===== src/hw/rtl/pcat_pkg.sv =====
`timescale 1ns / 1ps
`default_nettype none

package pcat_pkg;

  // Field widths
  localparam int TIME_W  = 32;
  localparam int LEVEL_W = 12;
  localparam int RPM_W   = 16;
  localparam int SHIFT_W = 5;
  localparam int PROD_W  = LEVEL_W + RPM_W;

  // Pedal level ceiling: the design limit, bounded by the level register width
  localparam int LEVEL_MAX = 4095;
  localparam int LEVEL_CAP = (LEVEL_MAX > (2 ** LEVEL_W) - 1) ? (2 ** LEVEL_W) - 1 : LEVEL_MAX;

  // Scaled speed saturation and low-pass filter geometry
  localparam int SPEED_W   = 15;
  localparam int SPEED_SAT = (2 ** SPEED_W) - 1;
  localparam int FILT_W    = RPM_W + 6;
  localparam int FILT_SH   = 6;

endpackage : pcat_pkg

`default_nettype wire


===== src/hw/rtl/pcat_in_if.sv =====
`timescale 1ns / 1ps
`default_nettype none

interface pcat_in_if import pcat_pkg::*; ();
  logic              valid;
  logic              ready;
  logic              op;
  logic [TIME_W-1:0] time_ms;

  modport source (output valid, output op, output time_ms, input ready);
  modport sink   (input valid, input op, input time_ms, output ready);
endinterface : pcat_in_if

`default_nettype wire


===== src/hw/rtl/pcat_out_if.sv =====
`timescale 1ns / 1ps
`default_nettype none

interface pcat_out_if import pcat_pkg::*; ();
  logic               valid;
  logic               ready;
  logic [RPM_W-1:0]   target_rpm;
  logic [LEVEL_W-1:0] pedal_level;
  logic               edge_accepted;

  modport source (output valid, output target_rpm, output pedal_level, output edge_accepted,
                  input ready);
  modport sink   (input valid, input target_rpm, input pedal_level, input edge_accepted,
                  output ready);
endinterface : pcat_out_if

`default_nettype wire


===== src/hw/rtl/pedal_cadence_assist_target.sv =====
`timescale 1ns / 1ps
`default_nettype none

// Channel   Dir  Handshake            Payload
// in_ch     in   valid/ready          op (0 edge, 1 tick), time_ms[31:0]
// out_ch    out  valid/ready          target_rpm[15:0], pedal_level[11:0], edge_accepted
// APB       in   psel/penable/pready  paddr[4:0] = 4*index, pwdata/prdata[31:0]
//
// An edge request passes through accept, evaluate and push before its result is loaded.
// A tick request passes through accept, evaluate, the bit-serial divider
// (elapsed / deramp_divisor), decay, the shift-add multiplier, filter and push.
// One request is in flight at a time; the next is taken as soon as its result is loaded.
// A result waiting in the output register does not block acceptance; the push stage
// holds only when the output register is still full. Reset (rst_n low, synchronous)
// clears the control state, pedal state and configuration registers to their defaults.
module pedal_cadence_assist_target import pcat_pkg::*; (
  input  wire logic        clk,
  input  wire logic        rst_n,
  pcat_in_if.sink          in_ch,
  pcat_out_if.source       out_ch,
  input  wire logic        psel,
  input  wire logic        penable,
  input  wire logic        pwrite,
  input  wire logic [4:0]  paddr,
  input  wire logic [31:0] pwdata,
  output logic [31:0]      prdata,
  output logic             pready
);

  // Register indexes
  localparam logic [2:0] REG_MIN_INTERVAL = 3'd0;
  localparam logic [2:0] REG_MAX_INTERVAL = 3'd1;
  localparam logic [2:0] REG_ADD_AMOUNT   = 3'd2;
  localparam logic [2:0] REG_DERAMP_DIV   = 3'd3;
  localparam logic [2:0] REG_SCALE_SHIFT  = 3'd4;
  localparam logic [2:0] REG_TIMEOUT      = 3'd5;
  localparam logic [2:0] REG_ASSIST_RPM   = 3'd6;
  localparam logic [2:0] REG_RPM_CEILING  = 3'd7;

  // Sequencer states
  localparam logic [2:0] S_IDLE  = 3'd0;
  localparam logic [2:0] S_EVAL  = 3'd1;
  localparam logic [2:0] S_DIV   = 3'd2;
  localparam logic [2:0] S_DECAY = 3'd3;
  localparam logic [2:0] S_MUL   = 3'd4;
  localparam logic [2:0] S_FILT  = 3'd5;
  localparam logic [2:0] S_PUSH  = 3'd6;

  localparam logic [LEVEL_W:0] CAP_EXT = (LEVEL_W + 1)'(LEVEL_CAP);

  // Configuration registers
  logic [RPM_W-1:0]   min_interval_r, max_interval_r, deramp_div_r;
  logic [RPM_W-1:0]   timeout_r, assist_rpm_r, rpm_ceiling_r;
  logic [LEVEL_W-1:0] add_amount_r;
  logic [SHIFT_W-1:0] scale_shift_r;

  // Block state and request registers
  logic [2:0]         state_r, state_nxt;
  logic [TIME_W-1:0]  last_edge_r, last_edge_nxt;
  logic [LEVEL_W-1:0] level_r, level_nxt;
  logic [RPM_W-1:0]   target_r, target_nxt;
  logic               acc_r, acc_nxt;
  logic               op_r;
  logic [TIME_W-1:0]  time_r;
  logic [TIME_W-1:0]  elapsed_r;

  // Output register
  logic               out_valid_r;
  logic [RPM_W-1:0]   out_rpm_r;
  logic [LEVEL_W-1:0] out_level_r;
  logic               out_acc_r;

  logic               in_fire, cfg_wr, push;
  logic [2:0]         cfg_idx;

  // Datapath
  logic [RPM_W-1:0]   clamp_diff;
  logic               edge_ok;
  logic [LEVEL_W:0]   level_sum;
  logic [RPM_W-1:0]   div_dvs;
  logic               div_start, div_done;
  logic [TIME_W-1:0]  quo;
  logic [LEVEL_W-1:0] level_decayed;
  logic               mul_start, mul_done;
  logic [PROD_W-1:0]  prod;
  logic [PROD_W-1:0]  prod_sh;
  logic [SPEED_W-1:0] speed;
  logic [FILT_W-1:0]  filt_sum;
  logic [RPM_W-1:0]   filt;

  assign pready  = 1'b1;
  assign cfg_wr  = psel && penable && pwrite;
  assign cfg_idx = paddr[4:2];

  assign in_ch.ready = (state_r == S_IDLE);
  assign in_fire     = in_ch.valid && in_ch.ready;
  assign push        = (state_r == S_PUSH) && (!out_valid_r || out_ch.ready);

  // Edge: clamp the interval, then check against the minimum
  assign clamp_diff = (elapsed_r > {{(TIME_W - RPM_W){1'b0}}, max_interval_r}) ?
                      max_interval_r : elapsed_r[RPM_W-1:0];
  assign edge_ok    = (clamp_diff >= min_interval_r);
  assign level_sum  = {1'b0, level_r} + {1'b0, add_amount_r};

  // Tick: decay by elapsed / divisor (zero divisor acts as one)
  assign div_dvs   = (deramp_div_r == '0) ? RPM_W'(1) : deramp_div_r;
  assign div_start = (state_r == S_EVAL) && op_r;

  pcat_serdiv u_div (
    .clk      (clk),
    .rst_n    (rst_n),
    .start    (div_start),
    .dividend (elapsed_r),
    .divisor  (div_dvs),
    .done     (div_done),
    .quotient (quo)
  );

  assign level_decayed = ({{(TIME_W - LEVEL_W){1'b0}}, level_r} > quo) ?
                         (level_r - quo[LEVEL_W-1:0]) : '0;
  assign mul_start     = (state_r == S_DECAY);

  // Feed the decayed level straight in; it lands in level_r on the same edge
  pcat_sermul u_mul (
    .clk     (clk),
    .rst_n   (rst_n),
    .start   (mul_start),
    .mplr    (level_decayed),
    .mcand   (assist_rpm_r),
    .done    (mul_done),
    .product (prod)
  );

  // Scale, saturate, force zero after timeout, then 30/34 over 64 low-pass
  assign prod_sh = prod >> scale_shift_r;

  always_comb begin
    if (prod_sh > PROD_W'(SPEED_SAT)) begin
      speed = SPEED_W'(SPEED_SAT);
    end else begin
      speed = prod_sh[SPEED_W-1:0];
    end
    if (elapsed_r > {{(TIME_W - RPM_W){1'b0}}, timeout_r}) begin
      speed = '0;
    end
  end

  // 30*s = 32*s - 2*s, 34*t = 32*t + 2*t
  assign filt_sum = ({{(FILT_W - SPEED_W){1'b0}}, speed} << 5)
                  - ({{(FILT_W - SPEED_W){1'b0}}, speed} << 1)
                  + ({{(FILT_W - RPM_W){1'b0}}, target_r} << 5)
                  + ({{(FILT_W - RPM_W){1'b0}}, target_r} << 1);
  assign filt     = filt_sum[FILT_SH +: RPM_W];

  // Sequencer
  always_comb begin
    state_nxt     = state_r;
    last_edge_nxt = last_edge_r;
    level_nxt     = level_r;
    target_nxt    = target_r;
    acc_nxt       = acc_r;
    unique case (state_r)
      S_IDLE: begin
        if (in_fire) begin
          state_nxt = S_EVAL;
        end
      end
      S_EVAL: begin
        if (op_r) begin
          acc_nxt   = 1'b0;
          state_nxt = S_DIV;
        end else begin
          acc_nxt   = edge_ok;
          state_nxt = S_PUSH;
          if (edge_ok) begin
            last_edge_nxt = time_r;
            level_nxt     = (level_sum > CAP_EXT) ? CAP_EXT[LEVEL_W-1:0] : level_sum[LEVEL_W-1:0];
          end
        end
      end
      S_DIV: begin
        if (div_done) begin
          state_nxt = S_DECAY;
        end
      end
      S_DECAY: begin
        level_nxt = level_decayed;
        state_nxt = S_MUL;
      end
      S_MUL: begin
        if (mul_done) begin
          state_nxt = S_FILT;
        end
      end
      S_FILT: begin
        target_nxt = (filt > rpm_ceiling_r) ? rpm_ceiling_r : filt;
        state_nxt  = S_PUSH;
      end
      S_PUSH: begin
        if (push) begin
          state_nxt = S_IDLE;
        end
      end
      default: begin
        state_nxt = S_IDLE;
      end
    endcase
  end

  always_ff @(posedge clk) begin
    if (!rst_n) begin
      state_r     <= S_IDLE;
      last_edge_r <= '0;
      level_r     <= '0;
      target_r    <= '0;
      acc_r       <= 1'b0;
      out_valid_r <= 1'b0;
    end else begin
      state_r     <= state_nxt;
      last_edge_r <= last_edge_nxt;
      level_r     <= level_nxt;
      target_r    <= target_nxt;
      acc_r       <= acc_nxt;
      if (push) begin
        out_valid_r <= 1'b1;
      end else if (out_ch.ready) begin
        out_valid_r <= 1'b0;
      end
    end
  end

  // Capture the request and its elapsed time since the last accepted edge; load the output on push
  always_ff @(posedge clk) begin
    if (in_fire) begin
      op_r      <= in_ch.op;
      time_r    <= in_ch.time_ms;
      elapsed_r <= in_ch.time_ms - last_edge_r;
    end
    if (push) begin
      out_rpm_r   <= target_r;
      out_level_r <= level_r;
      out_acc_r   <= acc_r;
    end
  end

  assign out_ch.valid         = out_valid_r;
  assign out_ch.target_rpm    = out_rpm_r;
  assign out_ch.pedal_level   = out_level_r;
  assign out_ch.edge_accepted = out_acc_r;

  // Configuration writes; low address bits are ignored
  always_ff @(posedge clk) begin
    if (!rst_n) begin
      min_interval_r <= '0;
      max_interval_r <= '1;
      add_amount_r   <= '0;
      deramp_div_r   <= RPM_W'(1);
      scale_shift_r  <= '0;
      timeout_r      <= '0;
      assist_rpm_r   <= '0;
      rpm_ceiling_r  <= '1;
    end else if (cfg_wr) begin
      unique case (cfg_idx)
        REG_MIN_INTERVAL: min_interval_r <= pwdata[RPM_W-1:0];
        REG_MAX_INTERVAL: max_interval_r <= pwdata[RPM_W-1:0];
        REG_ADD_AMOUNT:   add_amount_r   <= pwdata[LEVEL_W-1:0];
        REG_DERAMP_DIV:   deramp_div_r   <= pwdata[RPM_W-1:0];
        REG_SCALE_SHIFT:  scale_shift_r  <= pwdata[SHIFT_W-1:0];
        REG_TIMEOUT:      timeout_r      <= pwdata[RPM_W-1:0];
        REG_ASSIST_RPM:   assist_rpm_r   <= pwdata[RPM_W-1:0];
        REG_RPM_CEILING:  rpm_ceiling_r  <= pwdata[RPM_W-1:0];
        default: begin
        end
      endcase
    end
  end

  always_comb begin
    unique case (cfg_idx)
      REG_MIN_INTERVAL: prdata = {16'd0, min_interval_r};
      REG_MAX_INTERVAL: prdata = {16'd0, max_interval_r};
      REG_ADD_AMOUNT:   prdata = {20'd0, add_amount_r};
      REG_DERAMP_DIV:   prdata = {16'd0, deramp_div_r};
      REG_SCALE_SHIFT:  prdata = {27'd0, scale_shift_r};
      REG_TIMEOUT:      prdata = {16'd0, timeout_r};
      REG_ASSIST_RPM:   prdata = {16'd0, assist_rpm_r};
      REG_RPM_CEILING:  prdata = {16'd0, rpm_ceiling_r};
      default:          prdata = '0;
    endcase
  end

  // A result appears only out of the push stage
  a_push_src: assert property (@(posedge clk) disable iff (!rst_n)
    $rose(out_valid_r) |-> $past(state_r == S_PUSH))
    else $error("output loaded outside push stage");

  // The pedal level never passes its ceiling
  a_level_cap: assert property (@(posedge clk) disable iff (!rst_n)
    {1'b0, level_r} <= CAP_EXT)
    else $error("pedal level above ceiling");

  // Serial units finish only while the sequencer waits on them
  a_div_done: assert property (@(posedge clk) disable iff (!rst_n)
    div_done |-> (state_r == S_DIV))
    else $error("divider finished outside its wait state");

  a_mul_done: assert property (@(posedge clk) disable iff (!rst_n)
    mul_done |-> (state_r == S_MUL))
    else $error("multiplier finished outside its wait state");

  // An edge request never moves the target speed
  a_edge_hold: assert property (@(posedge clk) disable iff (!rst_n)
    (state_r == S_EVAL && !op_r) |=> $stable(target_r))
    else $error("edge request changed target speed");

endmodule : pedal_cadence_assist_target

`default_nettype wire


===== src/hw/rtl/pcat_serdiv.sv =====
`timescale 1ns / 1ps
`default_nettype none

// Restoring divider, one quotient bit per cycle, MSB first.
module pcat_serdiv import pcat_pkg::*; (
  input  wire logic              clk,
  input  wire logic              rst_n,
  input  wire logic              start,
  input  wire logic [TIME_W-1:0] dividend,
  input  wire logic [RPM_W-1:0]  divisor,
  output logic                   done,
  output logic [TIME_W-1:0]      quotient
);

  localparam int CNT_W = $clog2(TIME_W);

  logic              busy_r, busy_nxt;
  logic [CNT_W-1:0]  cnt_r, cnt_nxt;
  logic [RPM_W-1:0]  rem_r, rem_nxt;
  logic [RPM_W-1:0]  dvs_r;
  logic [TIME_W-1:0] quo_r, quo_nxt;
  logic [RPM_W:0]    trial;
  logic [RPM_W:0]    diff;
  logic              ge;

  // Shift the dividend out at the top while quotient bits enter at the bottom
  assign trial = {rem_r, quo_r[TIME_W-1]};
  assign diff  = trial - {1'b0, dvs_r};
  assign ge    = ~diff[RPM_W];
  assign done  = busy_r && (cnt_r == CNT_W'(TIME_W - 1));
  assign quotient = quo_r;

  always_comb begin
    busy_nxt = busy_r;
    cnt_nxt  = cnt_r;
    rem_nxt  = rem_r;
    quo_nxt  = quo_r;
    if (start) begin
      busy_nxt = 1'b1;
      cnt_nxt  = '0;
      rem_nxt  = '0;
      quo_nxt  = dividend;
    end else if (busy_r) begin
      rem_nxt = ge ? diff[RPM_W-1:0] : trial[RPM_W-1:0];
      quo_nxt = {quo_r[TIME_W-2:0], ge};
      cnt_nxt = cnt_r + CNT_W'(1);
      if (done) begin
        busy_nxt = 1'b0;
      end
    end
  end

  always_ff @(posedge clk) begin
    if (!rst_n) begin
      busy_r <= 1'b0;
      cnt_r  <= '0;
    end else begin
      busy_r <= busy_nxt;
      cnt_r  <= cnt_nxt;
    end
  end

  always_ff @(posedge clk) begin
    rem_r <= rem_nxt;
    quo_r <= quo_nxt;
    if (start) begin
      dvs_r <= divisor;
    end
  end

endmodule : pcat_serdiv

`default_nettype wire


===== src/hw/rtl/pcat_sermul.sv =====
`timescale 1ns / 1ps
`default_nettype none

// Shift-add multiplier, one multiplier bit per cycle, LSB first.
module pcat_sermul import pcat_pkg::*; (
  input  wire logic               clk,
  input  wire logic               rst_n,
  input  wire logic               start,
  input  wire logic [LEVEL_W-1:0] mplr,
  input  wire logic [RPM_W-1:0]   mcand,
  output logic                    done,
  output logic [PROD_W-1:0]       product
);

  localparam int CNT_W = $clog2(LEVEL_W);

  logic              busy_r, busy_nxt;
  logic [CNT_W-1:0]  cnt_r, cnt_nxt;
  logic [RPM_W-1:0]  mcand_r;
  logic [PROD_W-1:0] p_r, p_nxt;
  logic [RPM_W:0]    upper;

  // Add into the upper half, then shift the whole product right
  assign upper   = {1'b0, p_r[PROD_W-1:LEVEL_W]} + (p_r[0] ? {1'b0, mcand_r} : '0);
  assign done    = busy_r && (cnt_r == CNT_W'(LEVEL_W - 1));
  assign product = p_r;

  always_comb begin
    busy_nxt = busy_r;
    cnt_nxt  = cnt_r;
    p_nxt    = p_r;
    if (start) begin
      busy_nxt = 1'b1;
      cnt_nxt  = '0;
      p_nxt    = {{RPM_W{1'b0}}, mplr};
    end else if (busy_r) begin
      p_nxt   = {upper, p_r[LEVEL_W-1:1]};
      cnt_nxt = cnt_r + CNT_W'(1);
      if (done) begin
        busy_nxt = 1'b0;
      end
    end
  end

  always_ff @(posedge clk) begin
    if (!rst_n) begin
      busy_r <= 1'b0;
      cnt_r  <= '0;
    end else begin
      busy_r <= busy_nxt;
      cnt_r  <= cnt_nxt;
    end
  end

  always_ff @(posedge clk) begin
    p_r <= p_nxt;
    if (start) begin
      mcand_r <= mcand;
    end
  end

endmodule : pcat_sermul

`default_nettype wire

===== src/flat_wrapper.sv =====
// flat-port wrapper written by rule: the top's interface ports become plain ports
module pedal_cadence_assist_target_flat import pcat_pkg::*;
  (clk, rst_n, psel, penable, pwrite, paddr, pwdata, prdata, pready, in_ch_valid, in_ch_op, in_ch_time_ms, in_ch_ready, out_ch_valid, out_ch_target_rpm, out_ch_pedal_level, out_ch_edge_accepted, out_ch_ready);
  pcat_in_if in_ch_i ();
  pcat_out_if out_ch_i ();
  input  wire logic clk;
  input  wire logic rst_n;
  input  wire logic psel;
  input  wire logic penable;
  input  wire logic pwrite;
  input  wire logic [4:0] paddr;
  input  wire logic [31:0] pwdata;
  output logic [31:0] prdata;
  output logic pready;
  input wire logic [$bits(in_ch_i.valid)-1:0] in_ch_valid;
  input wire logic [$bits(in_ch_i.op)-1:0] in_ch_op;
  input wire logic [$bits(in_ch_i.time_ms)-1:0] in_ch_time_ms;
  output wire logic [$bits(in_ch_i.ready)-1:0] in_ch_ready;
  output wire logic [$bits(out_ch_i.valid)-1:0] out_ch_valid;
  output wire logic [$bits(out_ch_i.target_rpm)-1:0] out_ch_target_rpm;
  output wire logic [$bits(out_ch_i.pedal_level)-1:0] out_ch_pedal_level;
  output wire logic [$bits(out_ch_i.edge_accepted)-1:0] out_ch_edge_accepted;
  input wire logic [$bits(out_ch_i.ready)-1:0] out_ch_ready;
  assign in_ch_i.valid = in_ch_valid;
  assign in_ch_i.op = in_ch_op;
  assign in_ch_i.time_ms = in_ch_time_ms;
  assign in_ch_ready = in_ch_i.ready;
  assign out_ch_valid = out_ch_i.valid;
  assign out_ch_target_rpm = out_ch_i.target_rpm;
  assign out_ch_pedal_level = out_ch_i.pedal_level;
  assign out_ch_edge_accepted = out_ch_i.edge_accepted;
  assign out_ch_i.ready = out_ch_ready;
  pedal_cadence_assist_target u_core (.clk(clk), .rst_n(rst_n), .in_ch(in_ch_i), .out_ch(out_ch_i), .psel(psel), .penable(penable), .pwrite(pwrite), .paddr(paddr), .pwdata(pwdata), .prdata(prdata), .pready(pready));
endmodule

===== config.mk =====
export PLATFORM = sky130hd
export DESIGN_NAME = pedal_cadence_assist_target_flat
export DESIGN_NICKNAME = d
export VERILOG_FILES = /design/src/hw/rtl/pcat_pkg.sv /design/src/hw/rtl/pcat_in_if.sv /design/src/hw/rtl/pcat_out_if.sv /design/src/hw/rtl/pedal_cadence_assist_target.sv /design/src/hw/rtl/pcat_serdiv.sv /design/src/hw/rtl/pcat_sermul.sv /design/src/flat_wrapper.sv
export SDC_FILE = /design/constraint.sdc
export NUM_CORES = 1
export LEC_CHECK = 0
export BUFFER_PORTS_ARGS = -buffer_cell sky130_fd_sc_hd__buf_2
export CAP_MARGIN = 15
export CORE_AREA = 2 2 178 224
export DETAILED_ROUTE_END_ITERATION = 8
export DIE_AREA = 0 0 180 226
export PLACE_DENSITY = 0.84
export SLEW_MARGIN = 30
export SYNTH_ARGS = -nofsm -noshare
export SYNTH_HDL_FRONTEND = slang
export SYNTH_HIERARCHICAL = 1
export SYNTH_SLANG_ARGS = --single-unit

===== constraint.sdc =====
create_clock -name clk -period 17.1 [get_ports clk]
set_input_delay 3.42 -clock clk [delete_from_list [all_inputs] [get_ports clk]]
set_output_delay 3.42 -clock clk [all_outputs]
set_load 0.01 [all_outputs]

==> results.sh <==
export IMPL_status="completed"
export IMPL_io_pins=141
export IMPL_cts_max_level=2
export IMPL_fill_cells=2970
export IMPL_slowest_delay_ps=650
export IMPL_ys_types=96
export IMPL_start_util_pct=64.4
export IMPL_drcViolationCount=0
export IMPL_cp_required_ps=17550
export IMPL_finalWirelength_um=72100
export IMPL_ys_flop_type="dfxtp_1"
export IMPL_port_buffers=105
export IMPL_clkSinkCount=391
export IMPL_antennaDiodeCount=0
export IMPL_regArea_um2=9530
export IMPL_whs_ps=443
export IMPL_place_congestion=0.986
export IMPL_max_slew_margin_pct=31.9
export IMPL_end_kind="flip-flop"
export IMPL_rows=81
export IMPL_ant_nets=0
export IMPL_tns_ps=0
export IMPL_die_y_um=226
export IMPL_placed_cells=3238
export IMPL_hold_violations=0
export IMPL_grt_max_degree=82
export IMPL_cts_root_buf="clkbuf_16"
export IMPL_crit_path_frequent_cell="a21o_1"
export IMPL_rsz0062_at_grt="no"
export IMPL_multiInputGateArea_um2=14000
export IMPL_numCtsBuffers=40
export IMPL_synthCells=2758
export IMPL_grt_use_total_pct=34.9
export IMPL_slowest_stage="mux4_2"
export IMPL_grtUsageMet3_pct=4.63
export IMPL_grt_pass1_wl_um=111000
export IMPL_placed_area_um2=25600
export IMPL_stdcell_area_um2=27000
export IMPL_cp_max_fo=45
export IMPL_postCtsSetupBuffers=0
export IMPL_max_slew_worst_pin_slew_ps=1010
export IMPL_die_area_um2=40700
export IMPL_drive_above_1_share_pct=11.2
export IMPL_peakVddDrop_uv=121
export IMPL_avgRoutedWirePerCell_um=21.8
export IMPL_synthesis_area_um2=24900
export IMPL_layout_cells_non_filler=3312
export IMPL_hp_class="reg -> reg"
export IMPL_setup_slack_ps=7440
export IMPL_holdPathStages=0
export IMPL_synth_ff_latch_count=391
export IMPL_vias_per_cell=6.31
export IMPL_cts_max_path_buffers=3
export IMPL_power_density_nw_per_um2=99.9
export IMPL_clk_latency_ps=560
export IMPL_ctsResizeCount=0
export IMPL_synth_edf_count=170
export IMPL_drv_slew=0
export IMPL_async_flop_share_pct=0
export IMPL_cts_tree="done"
export IMPL_dpl_hpwl_um=53600
export IMPL_cts_hold_buf=0
export IMPL_vias=20911
export IMPL_yosysSeqAreaShare_pct=38.3
export IMPL_core_area_um2=38600
export IMPL_period_share_pct=56.5
export IMPL_grt_busiest_layer="met2"
export IMPL_firstDrtPassIters=6
export IMPL_gr_usage_met1_pct=37.7
export IMPL_min_period_ps=9660
export IMPL_skew_ps=24.6
export IMPL_crit_path_start_kind="flip-flop"
export IMPL_die_w_um=180
export IMPL_grt_overflow=0
export IMPL_antenna_found_initial=0
export IMPL_final_common_cell="nand2_1"
export IMPL_clkTransAtPathRegs_ps=60
export IMPL_r2r_cells=37
export IMPL_drtIter0Drc=1854
export IMPL_use_met2_pct=62.9
export IMPL_synth_area_per_cell_um2=9.01
export IMPL_cp_data_arrival_time_ps=10110
export IMPL_setup_viol=0
export IMPL_fmaxAchievable_mhz=103
export IMPL_cap_violations=0
export IMPL_nNetsFinal=3067
export IMPL_setup_worst_path_class="reg -> reg"
export IMPL_pre_cts_slack_ps=7540
export IMPL_leakagePower_nw=10.9
export IMPL_final_cell_mix="nand2_1, a21oi_1, dfxtp_1, ha_1, inv_1"
export IMPL_first_global_vias=20478
export IMPL_syn_to_final_growth_pct=8.57
export IMPL_yosys_warnings=6
Yosys cell counts (6+ instances only):
cell,number,share of area [%]
a211oi_1,26,0.79
a21o_1,43,1.3
a21oi_1,261,5.3
a221o_1,7,0.28
a221oi_1,10,0.35
a22oi_1,9,0.27
a31oi_1,23,0.58
and2_1,26,0.65
and3_1,21,0.53
buf_1,16,0.24
buf_2,10,0.20
buf_4,18,0.54
clkbuf_1,113,1.7
dfxtp_1,221,18
edfxtp_1,170,21
fa_1,17,1.4
ha_1,191,9.6
inv_1,192,2.9
mux2_2,56,2.5
mux2i_1,105,4.2
mux4_2,15,1.4
nand2_1,387,5.8
nand2b_1,31,0.78
nand3_1,44,0.89
nand4_1,30,0.76
nor2_1,163,2.5
nor2b_1,24,0.60
nor3_1,37,0.75
nor4_1,22,0.55
nor4b_1,6,0.21
o211ai_1,55,1.7
o21a_1,25,0.76
o21ai_0,122,2.5
o21bai_1,13,0.39
o221ai_1,6,0.21
o22ai_1,14,0.35
o31ai_1,8,0.24
or2_2,8,0.20
or3_1,10,0.25
xnor2_1,59,2.1
xor2_1,32,1.1
registers in the layout (all words and copies together), names as in the netlist, 16 cells and up:
signal	count
u_core/u_mul/mcand_r	16
u_core/deramp_div_r	16
u_core/out_ch.target_rpm	16
u_core/last_edge_r	32
u_core/min_interval_r	16
u_core/time_r	32
u_core/u_div/quotient	32
u_core/assist_rpm_r	16
u_core/target_r	16
u_core/timeout_r	16
u_core/u_div/dvs_r	16
u_core/elapsed_r	32
u_core/max_interval_r	16
u_core/u_div/rem_r	16
u_core/u_mul/product	28
u_core/rpm_ceiling_r	16
metal layers:
layer	vias up	share of wire, %	routed length [µm]
met5	-	0	0
met3	252	5.4	3880
met1	9944	36	26300
met2	836	50	36300
met4	0	7.8	5600
li1	9879	-	-
area by class of cell:
cell class | instances | area share [%]
clock buffer | 54 | 4.29
tap | 498 | 2.31
timing repair buffer | 129 | 2.62
inverter | 196 | 2.74
multi-input combinational | 2024 | 51.8
sequential | 391 | 35.3
clock inverter | 20 | 0.909
worst max-delay path: cells and delay by family (launching register included):
| family | cells | cell delay, ps |
|---|---|---|
| and+or+nand+nor | 8 | 1870 |
| muxes | 2 | 1010 |
| buffers and inverters | 3 | 1000 |
| DFF | 1 | 310 |
| adders and majority gates | 4 | 1450 |
| AOI/OAI and AO/OA | 18 | 3530 |
| xor gates and xnor gates | 2 | 340 |
stage by stage:
stage	util [%]	power, mW
after floorplan	-	1.61
after global placement	66.2	1.75
after detailed placement	66.2	1.77
after CTS	69.9	2.69
after global routing	69.9	2.80
final	69.9	2.70
cells by family (layout without fill, tap and decap cells):
logic type               count (synthesis)  after routing  share of synthesized area (%)
AO/OA/AOI/OAI                          700            700                           18.2
XOR/XNOR                                91             91                           3.21
adder cells (fa/ha/maj)                209            209                           11.0
buffers and inverters                  358            399                           5.88
flip-flops                             391            391                           38.3
multiplexers                           176            176                           8.13
other                                    2             17                         0.0302
AND/OR/NAND/NOR                        831            831                           15.2
final timing paths:
| kind | from | endpoint | slack [ps] |
|---|---|---|---|
| max | u_core/scale_shift_r[1] | u_core/target_r[0] | 7440 |
| min reg2reg | u_core/acc_r | u_core/out_ch.edge_accepted | 440 |
| max reg2reg | u_core/scale_shift_r[1] | u_core/target_r[0] | 7440 |
| min | u_core/acc_r | u_core/out_ch.edge_accepted | 440 |
power breakdown:
part | total (mW) | internal [mW] | switching [mW]
clock network | 0.927 | 0.554 | 0.373
registers | 1.13 | 1.05 | 0.0830
logic | 0.634 | 0.256 | 0.378
No activity file was read; power rests on OpenSTA's default activity.
